## src/rtl/segmented_fifo_page_replacer_assert.svh

```systemverilog
// assertion macros for the segmented fifo page replacer
`ifndef SEGMENTED_FIFO_PAGE_REPLACER_ASSERT_SVH
`define SEGMENTED_FIFO_PAGE_REPLACER_ASSERT_SVH

// same-cycle implication
`define SFPR_ASSERT_NOW(lbl, ante, cons, msg) \
  lbl: assert property (@(posedge clk) disable iff (!rst_n) (ante) |-> (cons)) \
    else $error(msg);

// next-cycle implication
`define SFPR_ASSERT_NEXT(lbl, ante, cons, msg) \
  lbl: assert property (@(posedge clk) disable iff (!rst_n) (ante) |=> (cons)) \
    else $error(msg);

`endif

```

## src/rtl/sfpr_pkg.sv

```systemverilog
// shared types and constants of the segmented fifo page replacer
package sfpr_pkg;

  localparam int ADDR_W     = 32;
  localparam int EVP_W      = 20;
  localparam int CNT_W      = 32;
  localparam int CFG_IDX_W  = 2;
  localparam int CFG_DATA_W = 7;
  localparam int PROD_W     = 14;
  localparam int MUL_W      = 27;
  localparam int DIV_SHIFT  = 19;

  localparam logic [12:0] DIV_MUL = 13'd5243;
  localparam logic [6:0]  PCT_MAX = 7'd100;

  localparam logic [CFG_IDX_W-1:0] REG_TOTAL_FRAMES = 2'd0;
  localparam logic [CFG_IDX_W-1:0] REG_LRU_PERCENT  = 2'd1;

  localparam logic [CFG_DATA_W-1:0] TOTAL_RESET = 7'd64;
  localparam logic [CFG_DATA_W-1:0] PCT_RESET   = 7'd25;

  localparam logic [1:0] KIND_HIT   = 2'd0;
  localparam logic [1:0] KIND_SOFT  = 2'd1;
  localparam logic [1:0] KIND_FAULT = 2'd2;

  typedef struct packed {
    logic [ADDR_W-1:0] address;
    logic              is_write;
  } in_t;

  typedef struct packed {
    logic [1:0]       access_kind;
    logic             disk_read;
    logic             disk_write;
    logic             evicted_valid;
    logic [EVP_W-1:0] evicted_page;
    logic [CNT_W-1:0] read_count;
    logic [CNT_W-1:0] write_count;
    logic [CNT_W-1:0] access_count;
  } out_t;

endpackage

```

## src/rtl/sfpr_ram.sv

```systemverilog
// generic single-write single-read ram with registered read
module sfpr_ram #(
  parameter int WIDTH = 21,
  parameter int DEPTH = 64
) (
  input  logic                                   clk,
  input  logic                                   we,
  input  logic [(DEPTH > 1 ? $clog2(DEPTH) : 1)-1:0] waddr,
  input  logic [WIDTH-1:0]                       wdata,
  input  logic [(DEPTH > 1 ? $clog2(DEPTH) : 1)-1:0] raddr,
  output logic [WIDTH-1:0]                       rdata
);

  logic [WIDTH-1:0] mem [DEPTH];

  always_ff @(posedge clk) begin
    if (we) begin
      mem[waddr] <= wdata;
    end
    rdata <= mem[raddr];
  end

endmodule

```

## src/rtl/segmented_fifo_page_replacer.sv

```systemverilog
// segmented fifo page replacer top level
// sequence: product and divide setup, a search over the resident pages of each segment, a
// shift of the lru entries on a hit, a tail read and a fifo pop where needed, then a finish
// step; one access at a time, a new start is taken only while idle, and the pace is set
// by the single read port of each segment ram
// synchronous active-low reset empties both segments, clears counters, loads 64 / 25
module segmented_fifo_page_replacer #(
  parameter int MAX_FRAMES = 64,
  parameter int PAGE_SHIFT = 12,
  parameter int PAGE_BITS  = 20
) (
  input  logic                                clk,
  input  logic                                rst_n,
  input  logic                                start,
  output logic                                busy,
  input  sfpr_pkg::in_t                       in_data,
  output logic                                out_valid,
  output sfpr_pkg::out_t                      out_data,
  input  logic                                cfg_valid,
  output logic                                cfg_ready,
  input  logic [sfpr_pkg::CFG_IDX_W-1:0]      cfg_index,
  input  logic [sfpr_pkg::CFG_DATA_W-1:0]     cfg_data
);

  localparam int FW = (MAX_FRAMES > 1) ? $clog2(MAX_FRAMES) : 1;
  localparam int CW = $clog2(MAX_FRAMES + 1);
  localparam int SW = CW + 1;
  localparam int EW = PAGE_BITS + 1;

  localparam logic [3:0] S_IDLE  = 4'd0;
  localparam logic [3:0] S_PROD  = 4'd1;
  localparam logic [3:0] S_DIV   = 4'd2;
  localparam logic [3:0] S_FSRCH = 4'd3;
  localparam logic [3:0] S_LSRCH = 4'd4;
  localparam logic [3:0] S_SHIFT = 4'd5;
  localparam logic [3:0] S_TAIL0 = 4'd6;
  localparam logic [3:0] S_TAIL1 = 4'd7;
  localparam logic [3:0] S_POP0  = 4'd8;
  localparam logic [3:0] S_POP1  = 4'd9;
  localparam logic [3:0] S_FIN   = 4'd10;

  localparam logic [2:0] M_LHIT  = 3'd0;
  localparam logic [2:0] M_SOFT  = 3'd1;
  localparam logic [2:0] M_LMISS = 3'd2;
  localparam logic [2:0] M_FMISS = 3'd3;
  localparam logic [2:0] M_MMISS = 3'd4;

  function automatic logic [FW-1:0] phys(input logic [FW-1:0] h, input logic [CW-1:0] i);
    logic [SW-1:0] s;
    s = SW'(h) + SW'(i);
    if (s >= SW'(MAX_FRAMES)) begin
      s = s - SW'(MAX_FRAMES);
    end
    return s[FW-1:0];
  endfunction

  function automatic logic [FW-1:0] inc_slot(input logic [FW-1:0] h);
    return (SW'(h) == SW'(MAX_FRAMES - 1)) ? '0 : FW'(SW'(h) + SW'(1));
  endfunction

  function automatic logic [FW-1:0] dec_slot(input logic [FW-1:0] h);
    return (h == '0) ? FW'(MAX_FRAMES - 1) : FW'(SW'(h) - SW'(1));
  endfunction

  logic [3:0]                     state_r, state_nxt;
  logic [2:0]                     mode_r, mode_nxt;
  logic [sfpr_pkg::CFG_DATA_W-1:0] tot_cfg_r, tot_cfg_nxt, pct_cfg_r, pct_cfg_nxt;
  logic [PAGE_BITS-1:0]           page_r, page_nxt;
  logic                           wr_r, wr_nxt;
  logic [sfpr_pkg::PROD_W-1:0]    prod_r, prod_nxt;
  logic [CW-1:0]                  tot_r, tot_nxt, lenl_r, lenl_nxt;
  logic [FW-1:0]                  fhead_r, fhead_nxt, lhead_r, lhead_nxt;
  logic [CW-1:0]                  fused_r, fused_nxt, lused_r, lused_nxt;
  logic [sfpr_pkg::CNT_W-1:0]     reads_r, reads_nxt, writes_r, writes_nxt, acc_r, acc_nxt;
  logic [CW-1:0]                  cnt_r, cnt_nxt, cidx_r, cidx_nxt;
  logic                           cv_r, cv_nxt;
  logic                           hitd_r, hitd_nxt, pop_r, pop_nxt;
  logic [PAGE_BITS-1:0]           pop_pg_r, pop_pg_nxt, evp_r, evp_nxt;
  logic                           pop_d_r, pop_d_nxt;
  logic [1:0]                     kind_r, kind_nxt;
  logic                           dw_r, dw_nxt, evv_r, evv_nxt;
  logic                           out_valid_r, out_valid_nxt;
  sfpr_pkg::out_t                 out_r, out_nxt;

  logic                           fram_we, lram_we;
  logic [FW-1:0]                  fram_wa, fram_ra, lram_wa, lram_ra;
  logic [EW-1:0]                  fram_wd, lram_wd, fram_rd, lram_rd;

  logic [63:0]                    ash;
  logic [PAGE_BITS-1:0]           page_in;
  logic [CW-1:0]                  tot_eff, lenf;
  logic [sfpr_pkg::CFG_DATA_W-1:0] pct_eff;
  logic [sfpr_pkg::MUL_W-1:0]     mulv;
  logic                           t_flag, p_flag;

  sfpr_ram #(.WIDTH(EW), .DEPTH(MAX_FRAMES)) u_fifo_ram (
    .clk(clk), .we(fram_we), .waddr(fram_wa), .wdata(fram_wd), .raddr(fram_ra), .rdata(fram_rd)
  );

  sfpr_ram #(.WIDTH(EW), .DEPTH(MAX_FRAMES)) u_lru_ram (
    .clk(clk), .we(lram_we), .waddr(lram_wa), .wdata(lram_wd), .raddr(lram_ra), .rdata(lram_rd)
  );

  assign ash     = {32'd0, in_data.address} >> PAGE_SHIFT;
  assign page_in = ash[PAGE_BITS-1:0];
  assign tot_eff = (tot_cfg_r == '0) ? CW'(1) :
                   (int'(tot_cfg_r) > MAX_FRAMES) ? CW'(MAX_FRAMES) : CW'(tot_cfg_r);
  assign pct_eff = (pct_cfg_r > sfpr_pkg::PCT_MAX) ? sfpr_pkg::PCT_MAX : pct_cfg_r;
  assign mulv    = sfpr_pkg::MUL_W'(prod_r) * sfpr_pkg::MUL_W'(sfpr_pkg::DIV_MUL);
  assign lenf    = tot_r - lenl_r;

  assign busy      = (state_r != S_IDLE);
  assign cfg_ready = (state_r == S_IDLE);
  assign out_valid = out_valid_r;
  assign out_data  = out_r;

  always_comb begin
    state_nxt = state_r; mode_nxt = mode_r;
    tot_cfg_nxt = tot_cfg_r; pct_cfg_nxt = pct_cfg_r;
    page_nxt = page_r; wr_nxt = wr_r; prod_nxt = prod_r;
    tot_nxt = tot_r; lenl_nxt = lenl_r;
    fhead_nxt = fhead_r; fused_nxt = fused_r; lhead_nxt = lhead_r; lused_nxt = lused_r;
    reads_nxt = reads_r; writes_nxt = writes_r; acc_nxt = acc_r;
    cnt_nxt = cnt_r; cidx_nxt = cidx_r; cv_nxt = cv_r;
    hitd_nxt = hitd_r; pop_nxt = pop_r;
    pop_pg_nxt = pop_pg_r; pop_d_nxt = pop_d_r;
    kind_nxt = kind_r; dw_nxt = dw_r; evv_nxt = evv_r; evp_nxt = evp_r;
    out_valid_nxt = 1'b0; out_nxt = out_r;
    fram_we = 1'b0; fram_wa = fhead_r; fram_wd = '0; fram_ra = fhead_r;
    lram_we = 1'b0; lram_wa = lhead_r; lram_wd = '0; lram_ra = lhead_r;
    t_flag = 1'b0; p_flag = 1'b0;

    // result beat, built from registered totals
    out_nxt.access_kind   = kind_r;
    out_nxt.disk_read     = (kind_r == sfpr_pkg::KIND_FAULT);
    out_nxt.disk_write    = dw_r;
    out_nxt.evicted_valid = evv_r;
    out_nxt.evicted_page  = sfpr_pkg::EVP_W'(evp_r);
    out_nxt.read_count    = reads_r;
    out_nxt.write_count   = writes_r;
    out_nxt.access_count  = acc_r;

    unique case (state_r)
      S_IDLE: begin
        if (cfg_valid) begin
          if (cfg_index == sfpr_pkg::REG_TOTAL_FRAMES || cfg_index == sfpr_pkg::REG_LRU_PERCENT) begin
            if (cfg_index == sfpr_pkg::REG_TOTAL_FRAMES) begin
              tot_cfg_nxt = cfg_data;
            end else begin
              pct_cfg_nxt = cfg_data;
            end
            fhead_nxt = '0; fused_nxt = '0; lhead_nxt = '0; lused_nxt = '0;
          end
        end
        if (start) begin
          page_nxt = page_in; wr_nxt = in_data.is_write;
          acc_nxt = acc_r + 32'd1;
          kind_nxt = sfpr_pkg::KIND_HIT; dw_nxt = 1'b0; evv_nxt = 1'b0; evp_nxt = '0;
          state_nxt = S_PROD;
        end
      end
      S_PROD: begin
        tot_nxt   = tot_eff;
        prod_nxt  = sfpr_pkg::PROD_W'(tot_eff) * sfpr_pkg::PROD_W'(pct_eff);
        state_nxt = S_DIV;
      end
      S_DIV: begin
        lenl_nxt  = CW'(mulv[sfpr_pkg::MUL_W-1:sfpr_pkg::DIV_SHIFT]);
        cnt_nxt   = '0; cv_nxt = 1'b0;
        state_nxt = S_FSRCH;
      end
      S_FSRCH: begin
        if (lenf == '0) begin
          state_nxt = S_LSRCH;
        end else if (cv_r && fram_rd[EW-1:1] == page_r) begin
          fram_we = 1'b1;
          fram_wa = phys(fhead_r, cidx_r);
          fram_wd = {page_r, fram_rd[0] | wr_r};
          cv_nxt = 1'b0;
          out_valid_nxt = 1'b1;
          state_nxt = S_IDLE;
        end else if (cnt_r < fused_r) begin
          fram_ra = phys(fhead_r, cnt_r);
          cv_nxt = 1'b1; cidx_nxt = cnt_r; cnt_nxt = cnt_r + CW'(1);
        end else begin
          cv_nxt = 1'b0; cnt_nxt = '0;
          if (lenl_r == '0) begin
            mode_nxt = M_FMISS; kind_nxt = sfpr_pkg::KIND_FAULT;
            reads_nxt = reads_r + 32'd1;
            p_flag = (fused_r >= tot_r) && (fused_r != '0);
            pop_nxt = p_flag;
            state_nxt = p_flag ? S_POP0 : S_FIN;
          end else begin
            state_nxt = S_LSRCH;
          end
        end
      end
      S_LSRCH: begin
        if (cv_r && lram_rd[EW-1:1] == page_r) begin
          pos_hit: begin
            hitd_nxt = lram_rd[0] | wr_r;
            cv_nxt = 1'b0;
            if (lenf == '0) begin
              mode_nxt = M_LHIT;
            end else begin
              mode_nxt = M_SOFT; kind_nxt = sfpr_pkg::KIND_SOFT;
              p_flag = (fused_r != '0);
            end
            pop_nxt = p_flag;
            if (cidx_r != '0) begin
              cnt_nxt = cidx_r;
              state_nxt = S_SHIFT;
            end else begin
              state_nxt = p_flag ? S_POP0 : S_FIN;
            end
          end
        end else if (cnt_r < lused_r) begin
          lram_ra = phys(lhead_r, cnt_r);
          cv_nxt = 1'b1; cidx_nxt = cnt_r; cnt_nxt = cnt_r + CW'(1);
        end else begin
          cv_nxt = 1'b0;
          kind_nxt = sfpr_pkg::KIND_FAULT;
          reads_nxt = reads_r + 32'd1;
          if (lenf == '0) begin
            mode_nxt = M_LMISS;
            t_flag = (lused_r >= tot_r);
          end else begin
            mode_nxt = M_MMISS;
            p_flag = (fused_r >= lenf);
            t_flag = p_flag && (lused_r >= lenl_r) && (lused_r != '0);
          end
          pop_nxt = p_flag;
          state_nxt = t_flag ? S_TAIL0 : (p_flag ? S_POP0 : S_FIN);
        end
      end
      S_SHIFT: begin
        if (cv_r) begin
          lram_we = 1'b1;
          lram_wa = phys(lhead_r, cidx_r + CW'(1));
          lram_wd = lram_rd;
        end
        if (cnt_r != '0) begin
          lram_ra = phys(lhead_r, cnt_r - CW'(1));
          cv_nxt = 1'b1; cidx_nxt = cnt_r - CW'(1); cnt_nxt = cnt_r - CW'(1);
        end else begin
          cv_nxt = 1'b0;
          if (!cv_r) begin
            state_nxt = pop_r ? S_POP0 : S_FIN;
          end
        end
      end
      S_TAIL0: begin
        lram_ra = phys(lhead_r, lused_r - CW'(1));
        state_nxt = S_TAIL1;
      end
      S_TAIL1: begin
        evv_nxt = 1'b1; evp_nxt = lram_rd[EW-1:1]; dw_nxt = lram_rd[0];
        if (lram_rd[0]) begin
          writes_nxt = writes_r + 32'd1;
        end
        lused_nxt = lused_r - CW'(1);
        state_nxt = pop_r ? S_POP0 : S_FIN;
      end
      S_POP0: begin
        fram_ra = fhead_r;
        state_nxt = S_POP1;
      end
      S_POP1: begin
        pop_pg_nxt = fram_rd[EW-1:1]; pop_d_nxt = fram_rd[0];
        fhead_nxt = inc_slot(fhead_r);
        fused_nxt = fused_r - CW'(1);
        if (mode_r == M_FMISS) begin
          evv_nxt = 1'b1; evp_nxt = fram_rd[EW-1:1]; dw_nxt = fram_rd[0];
          if (fram_rd[0]) begin
            writes_nxt = writes_r + 32'd1;
          end
        end
        state_nxt = S_FIN;
      end
      S_FIN: begin
        case (mode_r)
          M_LHIT: begin
            lram_we = 1'b1; lram_wa = lhead_r; lram_wd = {page_r, hitd_r};
          end
          M_SOFT: begin
            if (pop_r) begin
              lram_we = 1'b1; lram_wa = lhead_r; lram_wd = {pop_pg_r, pop_d_r};
            end else begin
              lhead_nxt = inc_slot(lhead_r); lused_nxt = lused_r - CW'(1);
            end
            fram_we = 1'b1; fram_wa = phys(fhead_r, fused_r); fram_wd = {page_r, hitd_r};
            fused_nxt = fused_r + CW'(1);
          end
          M_LMISS: begin
            lram_we = 1'b1; lram_wa = dec_slot(lhead_r); lram_wd = {page_r, wr_r};
            lhead_nxt = dec_slot(lhead_r); lused_nxt = lused_r + CW'(1);
          end
          M_FMISS: begin
            fram_we = 1'b1; fram_wa = phys(fhead_r, fused_r); fram_wd = {page_r, wr_r};
            fused_nxt = fused_r + CW'(1);
          end
          default: begin
            if (pop_r) begin
              lram_we = 1'b1; lram_wa = dec_slot(lhead_r); lram_wd = {pop_pg_r, pop_d_r};
              lhead_nxt = dec_slot(lhead_r); lused_nxt = lused_r + CW'(1);
            end
            fram_we = 1'b1; fram_wa = phys(fhead_r, fused_r); fram_wd = {page_r, wr_r};
            fused_nxt = fused_r + CW'(1);
          end
        endcase
        out_valid_nxt = 1'b1;
        state_nxt = S_IDLE;
      end
      default: begin
        state_nxt = S_IDLE;
      end
    endcase
  end

  always_ff @(posedge clk) begin
    if (!rst_n) begin
      state_r <= S_IDLE;
      tot_cfg_r <= sfpr_pkg::TOTAL_RESET; pct_cfg_r <= sfpr_pkg::PCT_RESET;
      fhead_r <= '0; fused_r <= '0; lhead_r <= '0; lused_r <= '0;
      reads_r <= '0; writes_r <= '0; acc_r <= '0;
      cv_r <= 1'b0; out_valid_r <= 1'b0;
    end else begin
      state_r <= state_nxt;
      tot_cfg_r <= tot_cfg_nxt; pct_cfg_r <= pct_cfg_nxt;
      fhead_r <= fhead_nxt; fused_r <= fused_nxt; lhead_r <= lhead_nxt; lused_r <= lused_nxt;
      reads_r <= reads_nxt; writes_r <= writes_nxt; acc_r <= acc_nxt;
      cv_r <= cv_nxt; out_valid_r <= out_valid_nxt;
    end
    mode_r <= mode_nxt; page_r <= page_nxt; wr_r <= wr_nxt; prod_r <= prod_nxt;
    tot_r <= tot_nxt; lenl_r <= lenl_nxt; cnt_r <= cnt_nxt; cidx_r <= cidx_nxt;
    hitd_r <= hitd_nxt; pop_r <= pop_nxt;
    pop_pg_r <= pop_pg_nxt; pop_d_r <= pop_d_nxt;
    kind_r <= kind_nxt; dw_r <= dw_nxt; evv_r <= evv_nxt; evp_r <= evp_nxt;
    out_r <= out_nxt;
  end

`include "segmented_fifo_page_replacer_assert.svh"

  `SFPR_ASSERT_NOW(a_frames_bound, 1'b1, (int'(fused_r) + int'(lused_r) <= MAX_FRAMES), "frame count overflow")
  `SFPR_ASSERT_NOW(a_evp_zero, out_valid_r && !out_r.evicted_valid, out_r.evicted_page == '0, "stale evicted page")
  `SFPR_ASSERT_NOW(a_read_flag, out_valid_r, out_r.disk_read == (out_r.access_kind == sfpr_pkg::KIND_FAULT), "read flag mismatch")
  `SFPR_ASSERT_NEXT(a_start_busy, start && !busy, busy, "accepted beat not taken")
  `SFPR_ASSERT_NOW(a_tail_pop, state_r == S_TAIL1 && mode_r == M_MMISS, pop_r, "lru evict without spill")

endmodule

```

## config.mk

```make
export PLATFORM = sky130hd
export DESIGN_NAME = segmented_fifo_page_replacer
export DESIGN_NICKNAME = d
export VERILOG_FILES = /design/src/rtl/sfpr_pkg.sv /design/src/rtl/sfpr_ram.sv /design/src/rtl/segmented_fifo_page_replacer.sv
export VERILOG_INCLUDE_DIRS = /design/src /design/src/rtl
export SDC_FILE = /design/constraint.sdc
export NUM_CORES = 2
export LEC_CHECK = 0
export ABC_AREA = 1
export BUFFER_PORTS_ARGS = -buffer_cell sky130_fd_sc_hd__buf_2
export CAP_MARGIN = 10
export CORE_ASPECT_RATIO = 0.5
export CORE_MARGIN = 4
export CORE_UTILIZATION = 50
export DETAILED_ROUTE_END_ITERATION = 10
export PLACE_DENSITY = 0.66
export SYNTH_ARGS = -nofsm -noshare
export SYNTH_HDL_FRONTEND = slang
export SYNTH_SLANG_ARGS = --single-unit
```

## constraint.sdc

```tcl
create_clock -name clk -period 10.27 [get_ports clk]
set_clock_uncertainty 0.15 [all_clocks]
set_input_delay 2.5675 -clock clk [delete_from_list [all_inputs] [get_ports clk]]
set_output_delay 2.5675 -clock clk [all_outputs]
set_load 0.01 [all_outputs]
```

## Yosys cells after proc, flatten, opt, wreduce, memory -nomap -nowiden

Memory sizes are Yosys's and may differ from the RTL's. A register that Yosys moved wholly into a read port is not among the register bits.
Index checks and enable logic that the tools add are counted.

| storage, ports and cells | value |
|---|---|
| register bits after elaboration | 376 |
| memory bits (writable) | 2688 |
| bits of input ports | 46 |
| output and inout port bits | 124 |
| memories kept | 2 |

Memory list:

| name | depth | bits a word | read ports | clocked after Yosys merged registers in | wr ports | line | RTL |
|---|---|---|---|---|---|---|---|
| u_fifo_ram.mem | 64 | 21 | 1 | 1 | 1 | sfpr_ram.sv:14 | `logic [WIDTH-1:0] mem [DEPTH];` |
| u_lru_ram.mem | 64 | 21 | 1 | 1 | 1 | sfpr_ram.sv:14 |  |

| cells by class | value |
|---|---|
| add/sub/neg operators | 28 |
| $mul | 2 |
| reductions and logical operators | 48 |
| muxes and demuxes | 156 |
| $lt $le $gt $ge | 15 |
| eq/ne operators | 45 |
| bitwise gates (word level) | 3 |

Operators by type and width:

| kind | count |
|---|---|
| 32-bit two-way mux | 9 |
| 6-bit two-way mux | 25 |
| 7-bit two-way mux | 20 |
| 32-bit case mux with 2 select lines | 2 |
| 21-bit case mux with 2 select lines | 3 |
| 32-bit by 1-bit adder with 32-bit output, second input constant | 3 |
| 21-bit two-way mux | 4 |
| 7-bit case mux with 3 select lines | 4 |
| 21-bit case mux with 3 select lines | 1 |
| 20-bit case mux with 3 select lines | 1 |
| 6-bit case mux with 2 select lines | 5 |
| 6-bit by 7-bit adder with 8-bit output | 7 |
| 8-bit by 7-bit >= comparator with 1-bit output, second input constant | 7 |
| 6-bit by 1-bit subtractor with 6-bit output, second input constant | 8 |
| 4-bit two-way mux | 11 |
| 20-bit equality test | 2 |
| 20-bit two-way mux | 2 |
| 4-bit case mux with 10 select lines | 1 |
| 1-bit two-way mux | 36 |
| 6-bit case mux with 3 select lines | 2 |
| 2-bit != test, second input constant | 16 |
| 7-bit by 1-bit adder with 7-bit output, second input constant | 4 |
| 7-bit >= comparator | 4 |
| 7-bit case mux with 4 select lines | 1 |
| 48 further kinds | 119 |

## Logic depth before layout (Yosys ltp)

| logic depth | value |
|---|---|
| depth after elaboration | 12 |
| gate-level depth with buffers | 27 |
| gate-level depth less buffers | 27 |

## Modules after synthesis

A second synthesis with hierarchy kept.

| second synthesis, totals | value |
|---|---|
| cells, all modules | 12316 |
| area total of the unflattened synthesis | 134416.4 um2 |

By module, submodules not included:

| module | cells an instance | area an instance (um2) | sequential area each (um2) | instances |
|---|---|---|---|---|
| sfpr_ram | 4604 | 54801.3 | 40779.1 | 2 |
| segmented_fifo_page_replacer | 3108 | 24813.8 | 8658.3 | 1 |

## Worst setup path before layout

OpenSTA, ideal clock, no wires.

| path | value |
|---|---|
| path type | flip-flop to flip-flop |
| start | register tot_r[0] |
| end | memory u_fifo_ram.mem[0][0] (data pin) |
| required time | 9.400 ns |
| setup slack | 5.043 ns |
| arrival time | 4.357 ns |
| setup time | 0.720 ns |
| stages on the path, launching flop included | 14 |
| path through | edfxtp_1 inv_1 ha_1 inv_1 fa_1 nand3_1 nand2_1 nand2_1 nand2_1 nand2_1 nor2_2 nand3_4 nand2_4 o31ai_1 |

| between the ends | value |
|---|---|
| longest elaborated chain between the ends | 4 |

RTL lines:

| item | line | RTL |
|---|---|---|
| start: declaration | segmented_fifo_page_replacer.sv:71 | `logic [CW-1:0] tot_r, tot_nxt, lenl_r, lenl_nxt;` |
| start signal: assignment | segmented_fifo_page_replacer.sv:335 | `tot_r <= tot_nxt; lenl_r <= lenl_nxt; cnt_r <= cnt_nxt; cidx_r <= cidx_nxt;` |
| 7-bit subtractor | segmented_fifo_page_replacer.sv:110 | `assign lenf = tot_r - lenl_r;` |
| 7-bit logical NOT | segmented_fifo_page_replacer.sv:173 | `if (lenf == '0) begin` |
| 21-bit two-way mux | segmented_fifo_page_replacer.sv:173 |  |
| 21-bit case mux with 2 select lines | segmented_fifo_page_replacer.sv:143 | `unique case (state_r)` |
| via fram_wd[0] | segmented_fifo_page_replacer.sv:87 | `logic [EW-1:0] fram_wd, lram_wd, fram_rd, lram_rd;` |
| end: declaration | sfpr_ram.sv:14 |  |

The timed path passes the listed nets, and every way through them passes these cells.

## Worst setup path after layout

| path | value |
|---|---|
| start | register cnt_r[0] |
| end | register u_lru_ram.rdata[14] (read register of u_lru_ram.mem) |

| between the ends | value |
|---|---|
| longest elaborated chain between the ends | 6 |
| elaborated cells on any way between the ends | 15 |

RTL lines:

| item | line | RTL |
|---|---|---|
| start: declaration | segmented_fifo_page_replacer.sv:75 | `logic [CW-1:0] cnt_r, cnt_nxt, cidx_r, cidx_nxt;` |
| start signal: assignment | segmented_fifo_page_replacer.sv:335 |  |
| 7-bit by 1-bit subtractor with 7-bit output or 6-bit by 7-bit adder with 8-bit output (tied branches) | segmented_fifo_page_replacer.sv:243, segmented_fifo_page_replacer.sv:50 |  |
| 6-bit by 7-bit adder with 8-bit output, or another cell as far along | segmented_fifo_page_replacer.sv:50 | `s = SW'(h) + SW'(i);` |
| 8-bit by 7-bit >= comparator with 1-bit output, or another cell as far along | segmented_fifo_page_replacer.sv:51 | `if (s >= SW'(MAX_FRAMES)) begin` |
| 6-bit two-way mux (on tied branches) | segmented_fifo_page_replacer.sv:51, segmented_fifo_page_replacer.sv:217 |  |
| 6-bit two-way mux (on tied branches) | segmented_fifo_page_replacer.sv:242, segmented_fifo_page_replacer.sv:199 |  |
| 6-bit case mux with 3 select lines * | segmented_fifo_page_replacer.sv:143 |  |
| end: declaration | sfpr_ram.sv:11 | `output logic [WIDTH-1:0] rdata` |

Mark *: on every way between the ends. The rest lies on a longest branch, timed or not.
A chain may end at the register's enable or synchronous reset.

==> qor.txt <==
Synth Cell Area - 143,000 um^2
Synth warn - 0
Post-synth top cells - 2,921 x nand3_1, 2,801 x edfxtp_1, 2,148 x nand2_1, 1,934 x inv_1, 1,054 x nand3b_1
Cell variety after synth - 64
CTS buffer count - 288
Slowest stage cell, crit path - nand2_8
Antenna violations before repair - 12
DRT Pass-1 Iters - 8
Critical path fanouts, max - 124
Core ar. - 284,000 um^2
Max VDD drop - 0.000370 V
# port buffers - 157
Max-slew violations - 0
Crit path kind - flip-flop to flip-flop
Setup repair bufs after CTS - 0
FF-to-FF setup slack - 4.22 ns
EDFF count, synth - 2,801
Final setup viols - 0
Syn Nets - 13,877
Clock Path Buffers - 4
Vias after detailed routing - 99,055
Final TNS setup - 0 ns
CP startpoint kind - flip-flop
CTS Sinks - 3,106
Worst hold path endpoint - out_data[115]
Crit end category - flip-flop
Largest delay share family, worst path - simple AND/OR/NAND/NOR gates
First DRT Iteration DRCs - 11,777
Reg2Reg Launch Point - cnt_r[0]
Status - finished clean
Final nets - 13,789
Syn Area/Cell - 10.6 um^2
First-pass GRT wire length - 579,000 um
Primary FF master, synth - edfxtp_1
Worst EP arrival - 6.54 ns
Register area share after synthesis - 62.9%
CP dominant cell by count - nand3_1
Largest net degree at the start of global routing - 211
Inst Count DP - 16,910
Highest Clock Rate - 0.165 GHz
Hold WC Path Type - flip-flop to flip-flop
Vert. Die Dim - 387 um
Minimum clock period - 6.05 ns
RSZ-0062 raised after global routing - false
Max-slew headroom - 22.6%
Hold Startpoint - evp_r[19]
Clock Latency Late Sink - 0.88 ns
Via density - 5.69
# Max-Cap Violations - 0
Starting Density - 50.4%
WL/cell - 22.3 um
FF-to-FF End - u_lru_ram.rdata[14]
Drt total wl - 388,000 um
Data required time at the worst endpoint - 10.76 ns
Top-area cell type share of the netlist area - 58.7%
Post-Layout Cell Count - 17,420
Global placement routability congestion - 0.900
CTS Hold Bufs - 0
Post-DRT Antenna Nets - 0
Area grow syn2layout - 9.88%
CTS resizes - 0
Die width - 765 um
FFs w/ async S/R, synth - 0%
Hold Path Depth - 0
Row Count - 138
Yosys reg bits - 3,106
Total GRT Usage - 25.4%
Worst slew pin tran - 1.15 ns
Cells on worst reg2reg path - 18
Most frequent cell after synthesis - nand3_1
Drt drc - 0
Cell Chain, Critical Path - inv_1, ha_1, nand4_1, nand2_2, inv_2, nand2_1, nand3_1, inv_2, nand3_4, nand2_8, buf_4, nand2_1, nand3_1, nand3_1, nand3_1, nand3_1, nand3_1, nand2_1
Root Driver - clkbuf_16
Layout cells sized above 1 - 8.01%
Total gr overflow - 0
Yosys top cell by area - edfxtp_1
Critical Path Max Stage Delay - 0.85 ns
IO Pins - 170
Pleak - 60.8 nW
Pwr dens - 202 nW/um^2
CP Buf/Inv Count - 4
Dpl hpwl - 212,000 um
Top cells by area, synth - edfxtp_1 59%, nand3_1 10%, nand2_1 5.6%
Final hold viol count - 0
Gate Count Post-Synth - 13,509
Number of global-route vias before repair - 93,241
Clock transition at path regs - 0.07 ns
CTS H-Tree Depth - 5
Tcrit/Tclk final - 58.9%
CTS tree - done
Die area - 296,000 um^2
## logic make-up (layout without fill, tap and decap cells)
group                      Yosys count  after routing  share of synthesized area, %
and+or+nand+nor                   6753           6753                          23.4
DFF                               3106           3106                          62.9
AOI/OAI and AO/OA                  465            465                          1.91
xor gates and xnor gates           114            114                         0.696
buffers and inverters             2749           2879                          7.74
adders and majority gates          322            322                          3.31
other                                0              1                             0
## area by class of cell
class | count | area [um^2]
Clock inverter | 139 | 1420
Timing Repair Buffer | 399 | 2790
Sequential cell | 3106 | 90200
Fill cell | 23722 | 127000
Clock buffer | 369 | 7850
Tap cell | 3780 | 4730
Multi-Input combinational cell | 7654 | 43100
Inverter | 1972 | 7420
Antenna cell | 1 | 2.50
## registers in the layout, indices dropped and copies added, names as in the netlist, 14 cells and up
name / cells
prod_r: 14
u_lru_ram.mem: 1344
u_fifo_ram.rdata: 21
writes_r: 32
u_lru_ram.rdata: 21
evp_r: 20
page_r: 20
acc_r: 32
reads_r: 32
u_fifo_ram.mem: 1344
pop_pg_r: 20
out_data: 121
## cell usage in the layout, fill, tap and decap left out, drive strengths merged, types with 95 or more instances in the layout
master,count
nand3b,1054
o21ai,121
nand3,2925
clkbuf,370
edfxtp,2801
buf,398
nor2,437
fa,95
a21oi,192
ha,227
inv,1972
clkinv,107
nand2,2164
dfxtp,305
## worst reg2reg max path, cell delays in order (launching register included)
cell and delay, ns:
edfxtp_1 0.52, inv_1 0.39, ha_1 0.22, nand4_1 0.16, nand2_2 0.21, inv_2 0.05
nand2_1 0.05, nand3_1 0.08, inv_2 0.08, nand3_4 0.53, nand2_8 0.88, buf_4 1.06
nand2_1 0.22, nand3_1 0.12, nand3_1 0.09, nand3_1 0.14, nand3_1 0.24, nand3_1 0.32
nand2_1 0.31
## how the worst max path moves through the flow
stage	startpoint	endpoint	slack [ns]	cells past startpoint
floorplan	tot_r[0]	u_fifo_ram.mem[0][0]	5.04	13
global placement	cnt_r[0]	u_lru_ram.rdata[16]	4.40	16
detailed placement	cnt_r[0]	u_lru_ram.rdata[16]	4.34	16
CTS	cnt_r[0]	u_lru_ram.rdata[16]	4.33	16
global route	tot_r[0]	u_fifo_ram.rdata[8]	3.90	23
finish	cnt_r[0]	u_lru_ram.rdata[14]	4.22	18
## metrics by stage
stage | hold slack, ns | area, um^2 | utilization, % | power (mW) | worst slack [ns]
floorplan | 0.173 | 143000 | - | 19.3 | 5.04
global placement | 0.179 | 148000 | 52.2 | 21.1 | 4.40
detailed placement | 0.183 | 148000 | 52.2 | 21.2 | 4.34
CTS | 0.199 | 158000 | 55.4 | 32.0 | 4.33
global route | 0.204 | 158000 | 55.4 | 33.5 | 3.90
finish | 0.194 | 158000 | 55.4 | 31.8 | 4.22
## metal layers
layer,track usage (%),routed length (um)
met5,0,27
met3,4.53,36400
met1,36.1,160000
met4,8.64,13800
met2,39.7,178000
## where the power goes
| part | switching [mW] | total [mW] | internal, mW | leakage [nW] |
|---|---|---|---|---|
| combinational | 4.41 | 6.77 | 2.35 | 33.3 |
| sequential | 0.283 | 14.2 | 13.9 | 23.0 |
| clock | 4.76 | 10.8 | 6.04 | 4.52 |
| total | 9.45 | 31.8 | 22.3 | 60.8 |
No activity file was read; power rests on OpenSTA's default activity.
